**src/sv/sblc_pkg.sv**
```systemverilog
// Types and codes shared by the size-budgeted LRU cache modules.
package sblc_pkg;

  typedef struct packed {
    logic [31:0] key_id;
    logic [31:0] item_size;
  } in_t;

  typedef struct packed {
    logic        hit;
    logic        stored;
    logic [4:0]  evicted_count;
    logic [31:0] bytes_in_use;
  } out_t;

  typedef enum logic [2:0] {
    ALU_ADD = 3'b001,
    ALU_SUB = 3'b010,
    ALU_CHK = 3'b100
  } alu_op_t;

  typedef struct packed {
    alu_op_t     op;
    logic [31:0] a;
    logic [31:0] b;
    logic [31:0] limit;
  } alu_req_t;

  typedef enum logic [12:0] {
    S_IDLE   = 13'b0000000000001,
    S_LK_RD  = 13'b0000000000010,
    S_LK_CHK = 13'b0000000000100,
    S_FD_RD  = 13'b0000000001000,
    S_FD_CHK = 13'b0000000010000,
    S_EV_RD  = 13'b0000000100000,
    S_EV_CHK = 13'b0000001000000,
    S_EV_SUB = 13'b0000010000000,
    S_FR_RD  = 13'b0000100000000,
    S_FR_CHK = 13'b0001000000000,
    S_SH_RD  = 13'b0010000000000,
    S_SH_WR  = 13'b0100000000000,
    S_DONE   = 13'b1000000000000
  } state_t;

  localparam logic [31:0] BUDGET_RESET = 32'd65536;

endpackage

```
**src/sv/sblc_alu.sv**
```systemverilog
// Shared adder/subtractor with budget compare.
module sblc_alu import sblc_pkg::*; (
  input  alu_req_t    req,
  output logic [31:0] res,
  output logic        over
);

  logic [32:0] sum;

  assign sum  = {1'b0, req.a} + {1'b0, req.b};
  // compared at 33 bits so the sum never wraps
  assign over = sum > {1'b0, req.limit};

  always_comb begin
    unique case (req.op)
      ALU_ADD: res = sum[31:0];
      ALU_SUB: res = req.a - req.b;
      ALU_CHK: res = sum[31:0];
      default: res = sum[31:0];
    endcase
  end

endmodule

```
**src/sv/sblc_slots.sv**
```systemverilog
// Key and size memories of the cache slots.
module sblc_slots import sblc_pkg::*; #(
  parameter int ENTRIES = 16
) (
  input  logic                       clk,
  input  logic [$clog2(ENTRIES)-1:0] key_rd_idx,
  input  logic [$clog2(ENTRIES)-1:0] size_rd_idx,
  input  logic                       wr_en,
  input  logic [$clog2(ENTRIES)-1:0] wr_idx,
  input  logic [31:0]                wr_key,
  input  logic [31:0]                wr_size,
  output logic [31:0]                key_q,
  output logic [31:0]                size_q
);

  logic [31:0] key_mem  [ENTRIES];
  logic [31:0] size_mem [ENTRIES];

  always_ff @(posedge clk) begin
    if (wr_en) begin
      key_mem[wr_idx]  <= wr_key;
      size_mem[wr_idx] <= wr_size;
    end
    key_q  <= key_mem[key_rd_idx];
    size_q <= size_mem[size_rd_idx];
  end

endmodule

```
**src/sv/sblc_order.sv**
```systemverilog
// Recency order memory; unwritten positions read as their own index.
module sblc_order import sblc_pkg::*; #(
  parameter int ENTRIES = 16
) (
  input  logic                       clk,
  input  logic                       rst_n,
  input  logic [$clog2(ENTRIES)-1:0] rd_pos,
  input  logic                       wr_en,
  input  logic [$clog2(ENTRIES)-1:0] wr_pos,
  input  logic [$clog2(ENTRIES)-1:0] wr_slot,
  output logic [$clog2(ENTRIES)-1:0] rd_q
);

  localparam int IW = $clog2(ENTRIES);

  logic [IW-1:0]      ord_mem [ENTRIES];
  logic [ENTRIES-1:0] ord_vld_r;

  always_ff @(posedge clk) begin
    if (!rst_n) begin
      ord_vld_r <= '0;
    end else if (wr_en) begin
      ord_vld_r[wr_pos] <= 1'b1;
    end
  end

  always_ff @(posedge clk) begin
    if (wr_en) begin
      ord_mem[wr_pos] <= wr_slot;
    end
    rd_q <= ord_vld_r[rd_pos] ? ord_mem[rd_pos] : rd_pos;
  end

endmodule

```
**src/sv/sblc_ctrl.sv**
```systemverilog
// Request sequencer: lookup, eviction, insertion and recency update.
module sblc_ctrl import sblc_pkg::*; #(
  parameter int ENTRIES = 16
) (
  input  logic                       clk,
  input  logic                       rst_n,
  input  logic                       start,
  input  in_t                        in_req,
  input  logic [31:0]                budget,
  output logic                       busy,
  output logic                       out_strobe,
  output out_t                       out_res,
  // slot memories
  output logic [$clog2(ENTRIES)-1:0] key_rd_idx,
  output logic [$clog2(ENTRIES)-1:0] size_rd_idx,
  output logic                       slot_wr_en,
  output logic [$clog2(ENTRIES)-1:0] slot_wr_idx,
  output logic [31:0]                slot_wr_key,
  output logic [31:0]                slot_wr_size,
  input  logic [31:0]                key_q,
  input  logic [31:0]                size_q,
  // recency memory
  output logic [$clog2(ENTRIES)-1:0] ord_rd_pos,
  output logic                       ord_wr_en,
  output logic [$clog2(ENTRIES)-1:0] ord_wr_pos,
  output logic [$clog2(ENTRIES)-1:0] ord_wr_slot,
  input  logic [$clog2(ENTRIES)-1:0] ord_q,
  // shared arithmetic unit
  output alu_req_t                   alu_req,
  input  logic [31:0]                alu_res,
  input  logic                       alu_over
);

  localparam int IW = $clog2(ENTRIES);
  localparam int NW = $clog2(ENTRIES + 1);
  localparam logic [IW-1:0] LAST = IW'(ENTRIES - 1);
  localparam logic [NW-1:0] FULL = NW'(ENTRIES);

  state_t             state_r, state_nxt;
  logic [31:0]        key_r, key_nxt;
  logic [31:0]        size_r, size_nxt;
  logic [IW-1:0]      cnt_r, cnt_nxt;
  logic [IW-1:0]      slot_r, slot_nxt;
  logic [IW-1:0]      pos_r, pos_nxt;
  logic               hit_r, hit_nxt;
  logic               stored_r, stored_nxt;
  logic [4:0]         evc_r, evc_nxt;
  logic [31:0]        used_r, used_nxt;
  logic [NW-1:0]      nvalid_r, nvalid_nxt;
  logic [ENTRIES-1:0] valid_r, valid_nxt;
  out_t               out_res_r, out_res_nxt;
  logic               out_strobe_r, out_strobe_nxt;
  logic [31:0]        nvalid_ext;
  logic               evict_more;

  assign busy        = (state_r != S_IDLE);
  assign out_strobe  = out_strobe_r;
  assign out_res     = out_res_r;
  assign nvalid_ext  = 32'(nvalid_r);
  assign evict_more  = (nvalid_r != '0) && (alu_over || nvalid_r == FULL);

  assign key_rd_idx   = cnt_r;
  assign size_rd_idx  = ord_q;
  assign slot_wr_idx  = ord_q;
  assign slot_wr_key  = key_r;
  assign slot_wr_size = size_r;

  always_comb begin
    state_nxt      = state_r;
    key_nxt        = key_r;
    size_nxt       = size_r;
    cnt_nxt        = cnt_r;
    slot_nxt       = slot_r;
    pos_nxt        = pos_r;
    hit_nxt        = hit_r;
    stored_nxt     = stored_r;
    evc_nxt        = evc_r;
    used_nxt       = used_r;
    nvalid_nxt     = nvalid_r;
    valid_nxt      = valid_r;
    out_res_nxt    = out_res_r;
    out_strobe_nxt = 1'b0;
    slot_wr_en     = 1'b0;
    ord_rd_pos     = cnt_r;
    ord_wr_en      = 1'b0;
    ord_wr_pos     = pos_r;
    ord_wr_slot    = slot_r;
    alu_req        = '{op: ALU_CHK, a: used_r, b: size_r, limit: budget};

    unique case (state_r)
      S_IDLE: begin
        if (start) begin
          key_nxt    = in_req.key_id;
          size_nxt   = in_req.item_size;
          cnt_nxt    = '0;
          hit_nxt    = 1'b0;
          stored_nxt = 1'b0;
          evc_nxt    = '0;
          state_nxt  = S_LK_RD;
        end
      end
      S_LK_RD: state_nxt = S_LK_CHK;
      S_LK_CHK: begin
        // a = 0 turns the unit into a plain size > budget compare
        alu_req.a = '0;
        if (valid_r[cnt_r] && key_q == key_r) begin
          hit_nxt    = 1'b1;
          stored_nxt = 1'b1;
          slot_nxt   = cnt_r;
          cnt_nxt    = '0;
          state_nxt  = S_FD_RD;
        end else if (cnt_r != LAST) begin
          cnt_nxt   = cnt_r + IW'(1);
          state_nxt = S_LK_RD;
        end else if (alu_over) begin
          // oversized miss empties the cache
          evc_nxt    = nvalid_ext[4:0];
          valid_nxt  = '0;
          nvalid_nxt = '0;
          used_nxt   = '0;
          state_nxt  = S_DONE;
        end else begin
          cnt_nxt   = '0;
          state_nxt = S_EV_RD;
        end
      end
      S_FD_RD: state_nxt = S_FD_CHK;
      S_FD_CHK: begin
        if (ord_q == slot_r) begin
          pos_nxt   = cnt_r;
          state_nxt = S_SH_RD;
        end else if (cnt_r == LAST) begin
          state_nxt = S_DONE;
        end else begin
          cnt_nxt   = cnt_r + IW'(1);
          state_nxt = S_FD_RD;
        end
      end
      S_EV_RD: begin
        if (evict_more) begin
          state_nxt = S_EV_CHK;
        end else begin
          if (nvalid_r == '0) begin
            used_nxt = '0;
          end
          cnt_nxt   = '0;
          state_nxt = S_FR_RD;
        end
      end
      S_EV_CHK: begin
        if (valid_r[ord_q]) begin
          slot_nxt  = ord_q;
          state_nxt = S_EV_SUB;
        end else begin
          cnt_nxt   = cnt_r + IW'(1);
          state_nxt = S_EV_RD;
        end
      end
      S_EV_SUB: begin
        alu_req.op        = ALU_SUB;
        alu_req.b         = size_q;
        used_nxt          = alu_res;
        valid_nxt[slot_r] = 1'b0;
        nvalid_nxt        = nvalid_r - NW'(1);
        evc_nxt           = evc_r + 5'd1;
        cnt_nxt           = cnt_r + IW'(1);
        state_nxt         = S_EV_RD;
      end
      S_FR_RD: state_nxt = S_FR_CHK;
      S_FR_CHK: begin
        if (!valid_r[ord_q]) begin
          alu_req.op       = ALU_ADD;
          used_nxt         = alu_res;
          slot_wr_en       = 1'b1;
          valid_nxt[ord_q] = 1'b1;
          nvalid_nxt       = nvalid_r + NW'(1);
          stored_nxt       = 1'b1;
          slot_nxt         = ord_q;
          pos_nxt          = cnt_r;
          state_nxt        = S_SH_RD;
        end else if (cnt_r == LAST) begin
          state_nxt = S_DONE;
        end else begin
          cnt_nxt   = cnt_r + IW'(1);
          state_nxt = S_FR_RD;
        end
      end
      S_SH_RD: begin
        // move the slot to the newest end, one position per step
        if (pos_r == LAST) begin
          ord_wr_en   = 1'b1;
          ord_wr_pos  = LAST;
          ord_wr_slot = slot_r;
          state_nxt   = S_DONE;
        end else begin
          ord_rd_pos = pos_r + IW'(1);
          state_nxt  = S_SH_WR;
        end
      end
      S_SH_WR: begin
        ord_wr_en   = 1'b1;
        ord_wr_pos  = pos_r;
        ord_wr_slot = ord_q;
        pos_nxt     = pos_r + IW'(1);
        state_nxt   = S_SH_RD;
      end
      S_DONE: begin
        out_res_nxt    = '{hit: hit_r, stored: stored_r, evicted_count: evc_r,
                           bytes_in_use: used_r};
        out_strobe_nxt = 1'b1;
        state_nxt      = S_IDLE;
      end
      default: state_nxt = S_IDLE;
    endcase
  end

  always_ff @(posedge clk) begin
    if (!rst_n) begin
      state_r      <= S_IDLE;
      used_r       <= '0;
      nvalid_r     <= '0;
      valid_r      <= '0;
      out_strobe_r <= 1'b0;
    end else begin
      state_r      <= state_nxt;
      used_r       <= used_nxt;
      nvalid_r     <= nvalid_nxt;
      valid_r      <= valid_nxt;
      out_strobe_r <= out_strobe_nxt;
    end
  end

  always_ff @(posedge clk) begin
    key_r     <= key_nxt;
    size_r    <= size_nxt;
    cnt_r     <= cnt_nxt;
    slot_r    <= slot_nxt;
    pos_r     <= pos_nxt;
    hit_r     <= hit_nxt;
    stored_r  <= stored_nxt;
    evc_r     <= evc_nxt;
    out_res_r <= out_res_nxt;
  end

endmodule

```
**src/sv/size_budget_lru_cache.sv**
```systemverilog
// Size-budgeted LRU cache: top level with configuration port.
//
// Usage: drive in_req (key_id, item_size) with start; the item is taken at
// an edge where start is high and busy is low. busy stays high until the
// item is finished. One result per item appears on out_res for exactly one
// cycle with out_strobe high; the receiver cannot hold it off.
// Configuration: byte_budget at address 0 over the APB-style port
// (psel/penable/pwrite/paddr/pwdata, pready always high, prdata readable).
// Write it only while busy is low and no result is pending.
// Operation: one sequencer walks the tag memory, then the recency memory, in
// read/check steps and shares one adder/comparator. The time busy stays high
// depends on the position of the hit or free slot and on the number of
// evictions; out_strobe is high in the first cycle with busy low. One item
// at a time.
// Reset (synchronous, rst_n low): cache empty, recency order identity,
// bytes in use zero, byte_budget 65536. No clearing pass is needed.
module size_budget_lru_cache import sblc_pkg::*; #(
  parameter int ENTRIES = 16
) (
  input  logic        clk,
  input  logic        rst_n,
  input  logic        start,
  output logic        busy,
  input  in_t         in_req,
  output logic        out_strobe,
  output out_t        out_res,
  input  logic        psel,
  input  logic        penable,
  input  logic        pwrite,
  input  logic [2:0]  paddr,
  input  logic [31:0] pwdata,
  output logic [31:0] prdata,
  output logic        pready
);

  localparam int IW = $clog2(ENTRIES);

  logic [31:0]   budget_r;
  logic [IW-1:0] key_rd_idx, size_rd_idx, slot_wr_idx;
  logic          slot_wr_en;
  logic [31:0]   slot_wr_key, slot_wr_size, key_q, size_q;
  logic [IW-1:0] ord_rd_pos, ord_wr_pos, ord_wr_slot, ord_q;
  logic          ord_wr_en;
  alu_req_t      alu_req;
  logic [31:0]   alu_res;
  logic          alu_over;

  assign pready = 1'b1;
  // word address bit 2 selects registers beyond the budget
  assign prdata = paddr[2] ? 32'd0 : budget_r;

  always_ff @(posedge clk) begin
    if (!rst_n) begin
      budget_r <= BUDGET_RESET;
    end else if (psel && penable && pwrite && !paddr[2]) begin
      budget_r <= pwdata;
    end
  end

  sblc_alu u_alu (
    .req  (alu_req),
    .res  (alu_res),
    .over (alu_over)
  );

  sblc_slots #(.ENTRIES(ENTRIES)) u_slots (
    .clk         (clk),
    .key_rd_idx  (key_rd_idx),
    .size_rd_idx (size_rd_idx),
    .wr_en       (slot_wr_en),
    .wr_idx      (slot_wr_idx),
    .wr_key      (slot_wr_key),
    .wr_size     (slot_wr_size),
    .key_q       (key_q),
    .size_q      (size_q)
  );

  sblc_order #(.ENTRIES(ENTRIES)) u_order (
    .clk     (clk),
    .rst_n   (rst_n),
    .rd_pos  (ord_rd_pos),
    .wr_en   (ord_wr_en),
    .wr_pos  (ord_wr_pos),
    .wr_slot (ord_wr_slot),
    .rd_q    (ord_q)
  );

  sblc_ctrl #(.ENTRIES(ENTRIES)) u_ctrl (
    .clk          (clk),
    .rst_n        (rst_n),
    .start        (start),
    .in_req       (in_req),
    .budget       (budget_r),
    .busy         (busy),
    .out_strobe   (out_strobe),
    .out_res      (out_res),
    .key_rd_idx   (key_rd_idx),
    .size_rd_idx  (size_rd_idx),
    .slot_wr_en   (slot_wr_en),
    .slot_wr_idx  (slot_wr_idx),
    .slot_wr_key  (slot_wr_key),
    .slot_wr_size (slot_wr_size),
    .key_q        (key_q),
    .size_q       (size_q),
    .ord_rd_pos   (ord_rd_pos),
    .ord_wr_en    (ord_wr_en),
    .ord_wr_pos   (ord_wr_pos),
    .ord_wr_slot  (ord_wr_slot),
    .ord_q        (ord_q),
    .alu_req      (alu_req),
    .alu_res      (alu_res),
    .alu_over     (alu_over)
  );

endmodule

```
**config.mk**
```make
export PLATFORM = sky130hd
export DESIGN_NAME = size_budget_lru_cache
export DESIGN_NICKNAME = d
export VERILOG_FILES = /design/src/sv/sblc_pkg.sv /design/src/sv/sblc_alu.sv /design/src/sv/sblc_slots.sv /design/src/sv/sblc_order.sv /design/src/sv/sblc_ctrl.sv /design/src/sv/size_budget_lru_cache.sv
export SDC_FILE = /design/constraint.sdc
export NUM_CORES = 2
export LEC_CHECK = 0
export BUFFER_PORTS_ARGS = -buffer_cell sky130_fd_sc_hd__buf_2
export CAP_MARGIN = 10
export CORE_UTILIZATION = 25
export DETAILED_ROUTE_END_ITERATION = 6
export GPL_TIMING_DRIVEN = 0
export PLACE_DENSITY = 0.45
export RECOVER_POWER = 100
export SLEW_MARGIN = 20
export SYNTH_ARGS = -nofsm -noshare
export SYNTH_HDL_FRONTEND = slang
export SYNTH_SLANG_ARGS = --single-unit
```
**constraint.sdc**
```tcl
create_clock -name clk -period 11.8 [get_ports clk]
set_input_delay 1.18 -clock clk [delete_from_list [all_inputs] [get_ports clk]]
set_output_delay 1.18 -clock clk [all_outputs]
set_load 0.03 [all_outputs]
```
==> results.txt <==
Gr busiest metal -> met2
H-Tree Level Count -> 4
Hold Path Class -> flip-flop to flip-flop
Min-Delay Startpoint -> budget_r[28]
Clk_skew -> 0.03213 ns
Pwr Density -> 203.6 nW/um^2
Lkg Pwr -> 21.59 nW
Avg Inst Size Synth -> 16.77 um^2
Total clock sinks -> 1393
Asr flop ratio synth -> 0
Tightest Pin Transition -> 1.566 ns
Final Cycle Share -> 0.9487
CP arrival -> 11.88 ns
Initial DRT Pass Iterations -> 5
Post-cts hold buffer count -> 0
Num CTS Buffers -> 148
Die ar. -> 233900 um^2
Result of the run -> finished, violations left
RSZ-0062 raised after global routing -> false
WP buf/inv -> 6
Reg clk slew, reported paths -> 0.06 ns
TNS Setup -> 0 ns
CTS max path bufs -> 3
Synth Net Count -> 3664
Worst hold margin -> 0.4525 ns
Routed vias -> 33030
Worst Path Required -> 12.49 ns
Final wirelength -> 173100 um
IO buf count -> 173
Ys Warns -> 0
Failing checks -> capacitance limit, slew limit
F_max -> 89.33 MHz
DRC Markers -> 0
Post-Syn Instances -> 3457
Cts repair resizes -> 0
Final number of hold-violating endpoints -> 0
Met1 Use GR -> 0.2022
Overflow after GRT -> 0
GRT Total Usage -> 0.1457
First-pass GRT wire length -> 247100 um
Slowest cell on crit path -> clkbuf_1
Met2 global-route usage -> 0.2371
Synth Cell Area -> 57990 um^2
Layout Nets -> 4167
GR Util met3 -> 0.02513
Worst Setup SP -> u_ctrl.state_r[6]
Startpoint types -> flip-flop
Dpl ws -> 0.6731 ns
Starting Density -> 0.2518
Commonest non-fill, non-tap cell in the layout -> edfxtp_1
Multi-input logic area -> 16770 um^2
Post-DR vias/cell -> 4.647
Core area -> 230300 um^2
Die Ht -> 483.6 um
Worst skew pair latency -> 0.78 ns
Final setup viols -> 0
Vias in the first global route -> 33360
Max Cap Viol -> 3
Area growth syn-to-layout -> 17.39%
Sequential standard cell area -> 40000 um^2
Setup ws final -> 0.6056 ns
Final antenna-violating net count -> 0
Routed wire length per instance -> 24.35 um
Final Max Tran Viols -> 37
Commonest non-fill, non-tap cells in the layout -> edfxtp_1 (1210), clkbuf_1 (470), mux4_2 (330)
Die W -> 483.6 um
Relative slew slack -> -0.04409
Fillers -> 23110
Synth Flop Type -> edfxtp_1
CTS Root Cell -> clkbuf_16
Share of layout cells above drive strength 1 -> 0.1701
Initial antenna violation count -> 12
Critical path class -> flip-flop to flip-flop
Largest net degree at the start of global routing -> 22
Number of synthesized flops with an enable pin -> 1210
Final HPWL from detailed placement -> 122600 um
R2r startpoint -> u_ctrl.state_r[6]
Worst setup EP type -> flip-flop
Post-CTS setup buffers -> 0
Worst Path Max Fanout -> 10
Critical Path Max Stage Delay -> 0.96 ns
DR iter-0 viols -> 3096
Delay-heaviest family, CP -> compound AO/OA/AOI/OAI gates
Peak supply drop -> 0.0001341 V
Final GP Congestion -> 0.8647
CTS tree -> built
Tmin final -> 11.19 ns
Synthesized flop and latch total -> 1393
Synth unique cells -> 94
Sequential fraction of the synthesis area -> 0.6898
I/O pin count -> 179
Num rows -> 176
==> flip-flops by register name, summed over array words and instances, names as in the netlist, 5 cells and up <==
| name | count |
|---|---|
| budget_r | 32 |
| u_ctrl.evc_r | 5 |
| u_ctrl.nvalid_r | 5 |
| u_ctrl.out_res | 39 |
| u_ctrl.slot_wr_key | 32 |
| u_ctrl.slot_wr_size | 32 |
| u_ctrl.state_r | 13 |
| u_ctrl.used_r | 32 |
| u_ctrl.valid_r | 16 |
| u_order.ord_mem | 64 |
| u_order.ord_vld_r | 16 |
| u_slots.key_mem | 512 |
| u_slots.key_q | 32 |
| u_slots.size_mem | 512 |
| u_slots.size_q | 32 |
==> metrics by stage <==
step / power [mW] / utilization / instance area, um^2 / instances
6_report: 13.86 / 0.2955 / 68080 / 7108
5_1_grt: 14.45 / 0.2955 / 68070 / 7106
4_1_cts: 14.11 / 0.3016 / 69470 / 7105
3_5_place_dp: 9.400 / 0.2806 / 64630 / 6836
3_3_place_gp: 9.358 / 0.2720 / 62640 / 6656
2_1_floorplan: 8.152 / - / 57990 / 3457
==> tightest hold or removal path: cells and delay by family (launching register included) <==
kind | cells | cell delay [ns]
AO/OA/AOI/OAI | 1 | 0.05
flip-flops | 1 | 0.30
AND/OR/NAND/NOR | 1 | 0.05
==> where the power goes <==
part           switching, mW  internal (mW)
Clock                   2.00           2.69
Sequential             0.291           5.76
Combinational           1.76           1.36
==> final cells by class <==
type | count | area share
Sequential cell | 1393 | 0.5876
Multi-Input combinational cell | 1754 | 0.2464
Clock buffer | 210 | 0.06157
Tap cell | 3026 | 0.05562
Timing Repair Buffer | 353 | 0.02077
Buffer | 194 | 0.01204
Clock inverter | 59 | 0.009576
Inverter | 116 | 0.006414
Antenna cell | 3 | 0.0001103
==> logic make-up (layout without fill, tap and decap cells) <==
| kind of cell | after synthesis | count (layout) | synth area share |
|---|---|---|---|
| buf+inv | 310 | 932 | 0.02121 |
| simple gates | 674 | 674 | 0.05545 |
| fa+ha+maj | 108 | 108 | 0.02343 |
| other cells | 1 | 4 | 0.00006467 |
| mux | 383 | 383 | 0.1382 |
| compound gates | 492 | 492 | 0.05724 |
| flops | 1393 | 1393 | 0.6898 |
| xor+xnor | 96 | 96 | 0.01463 |
==> metal layers <==
layer / routed length [um] / vias to the layer above
li1: - / 14620
met1: 79190 / 17250
met2: 81610 / 961
met3: 8920 / 200
met4: 3366 / 0
met5: 0 / -
==> path summary, 6_finish.rpt <==
check | depth (start not counted) | slack (ns) | to
max | 31 | 0.61 | u_ctrl.used_r[7]
min | 2 | 0.45 | budget_r[28]
max reg2reg | 31 | 0.61 | u_ctrl.used_r[7]
min reg2reg | 2 | 0.45 | budget_r[28]
==> cell usage after synthesis, types with 9 or more instances <==
cell type,count,share of area
edfxtp_1,1210,0.63
mux4_2,330,0.13
nand2_1,229,0.015
dfxtp_1,183,0.063
nor2_1,166,0.011
a21oi_1,144,0.012
clkbuf_1,139,0.0090
inv_1,114,0.0074
ha_1,99,0.021
xnor2_1,84,0.013
o21ai_0,69,0.0060
nor3_1,59,0.0051
and2_1,44,0.0047
a211oi_1,43,0.0056
buf_1,39,0.0025
mux2i_1,32,0.0055
a21boi_0,29,0.0038
nand4_1,28,0.0030
a21o_1,27,0.0035
nand2b_1,27,0.0029
o21a_1,23,0.0030
nand3_1,22,0.0019
nor2b_1,22,0.0024
o21bai_1,22,0.0028
mux2_2,18,0.0035
nor4_1,18,0.0019
a22oi_1,15,0.0019
or3_1,13,0.0014
a31oi_1,12,0.0013
xor2_1,11,0.0017
o211ai_1,10,0.0013
a221o_1,9,0.0016
No activity file was read; power rests on OpenSTA's default activity.
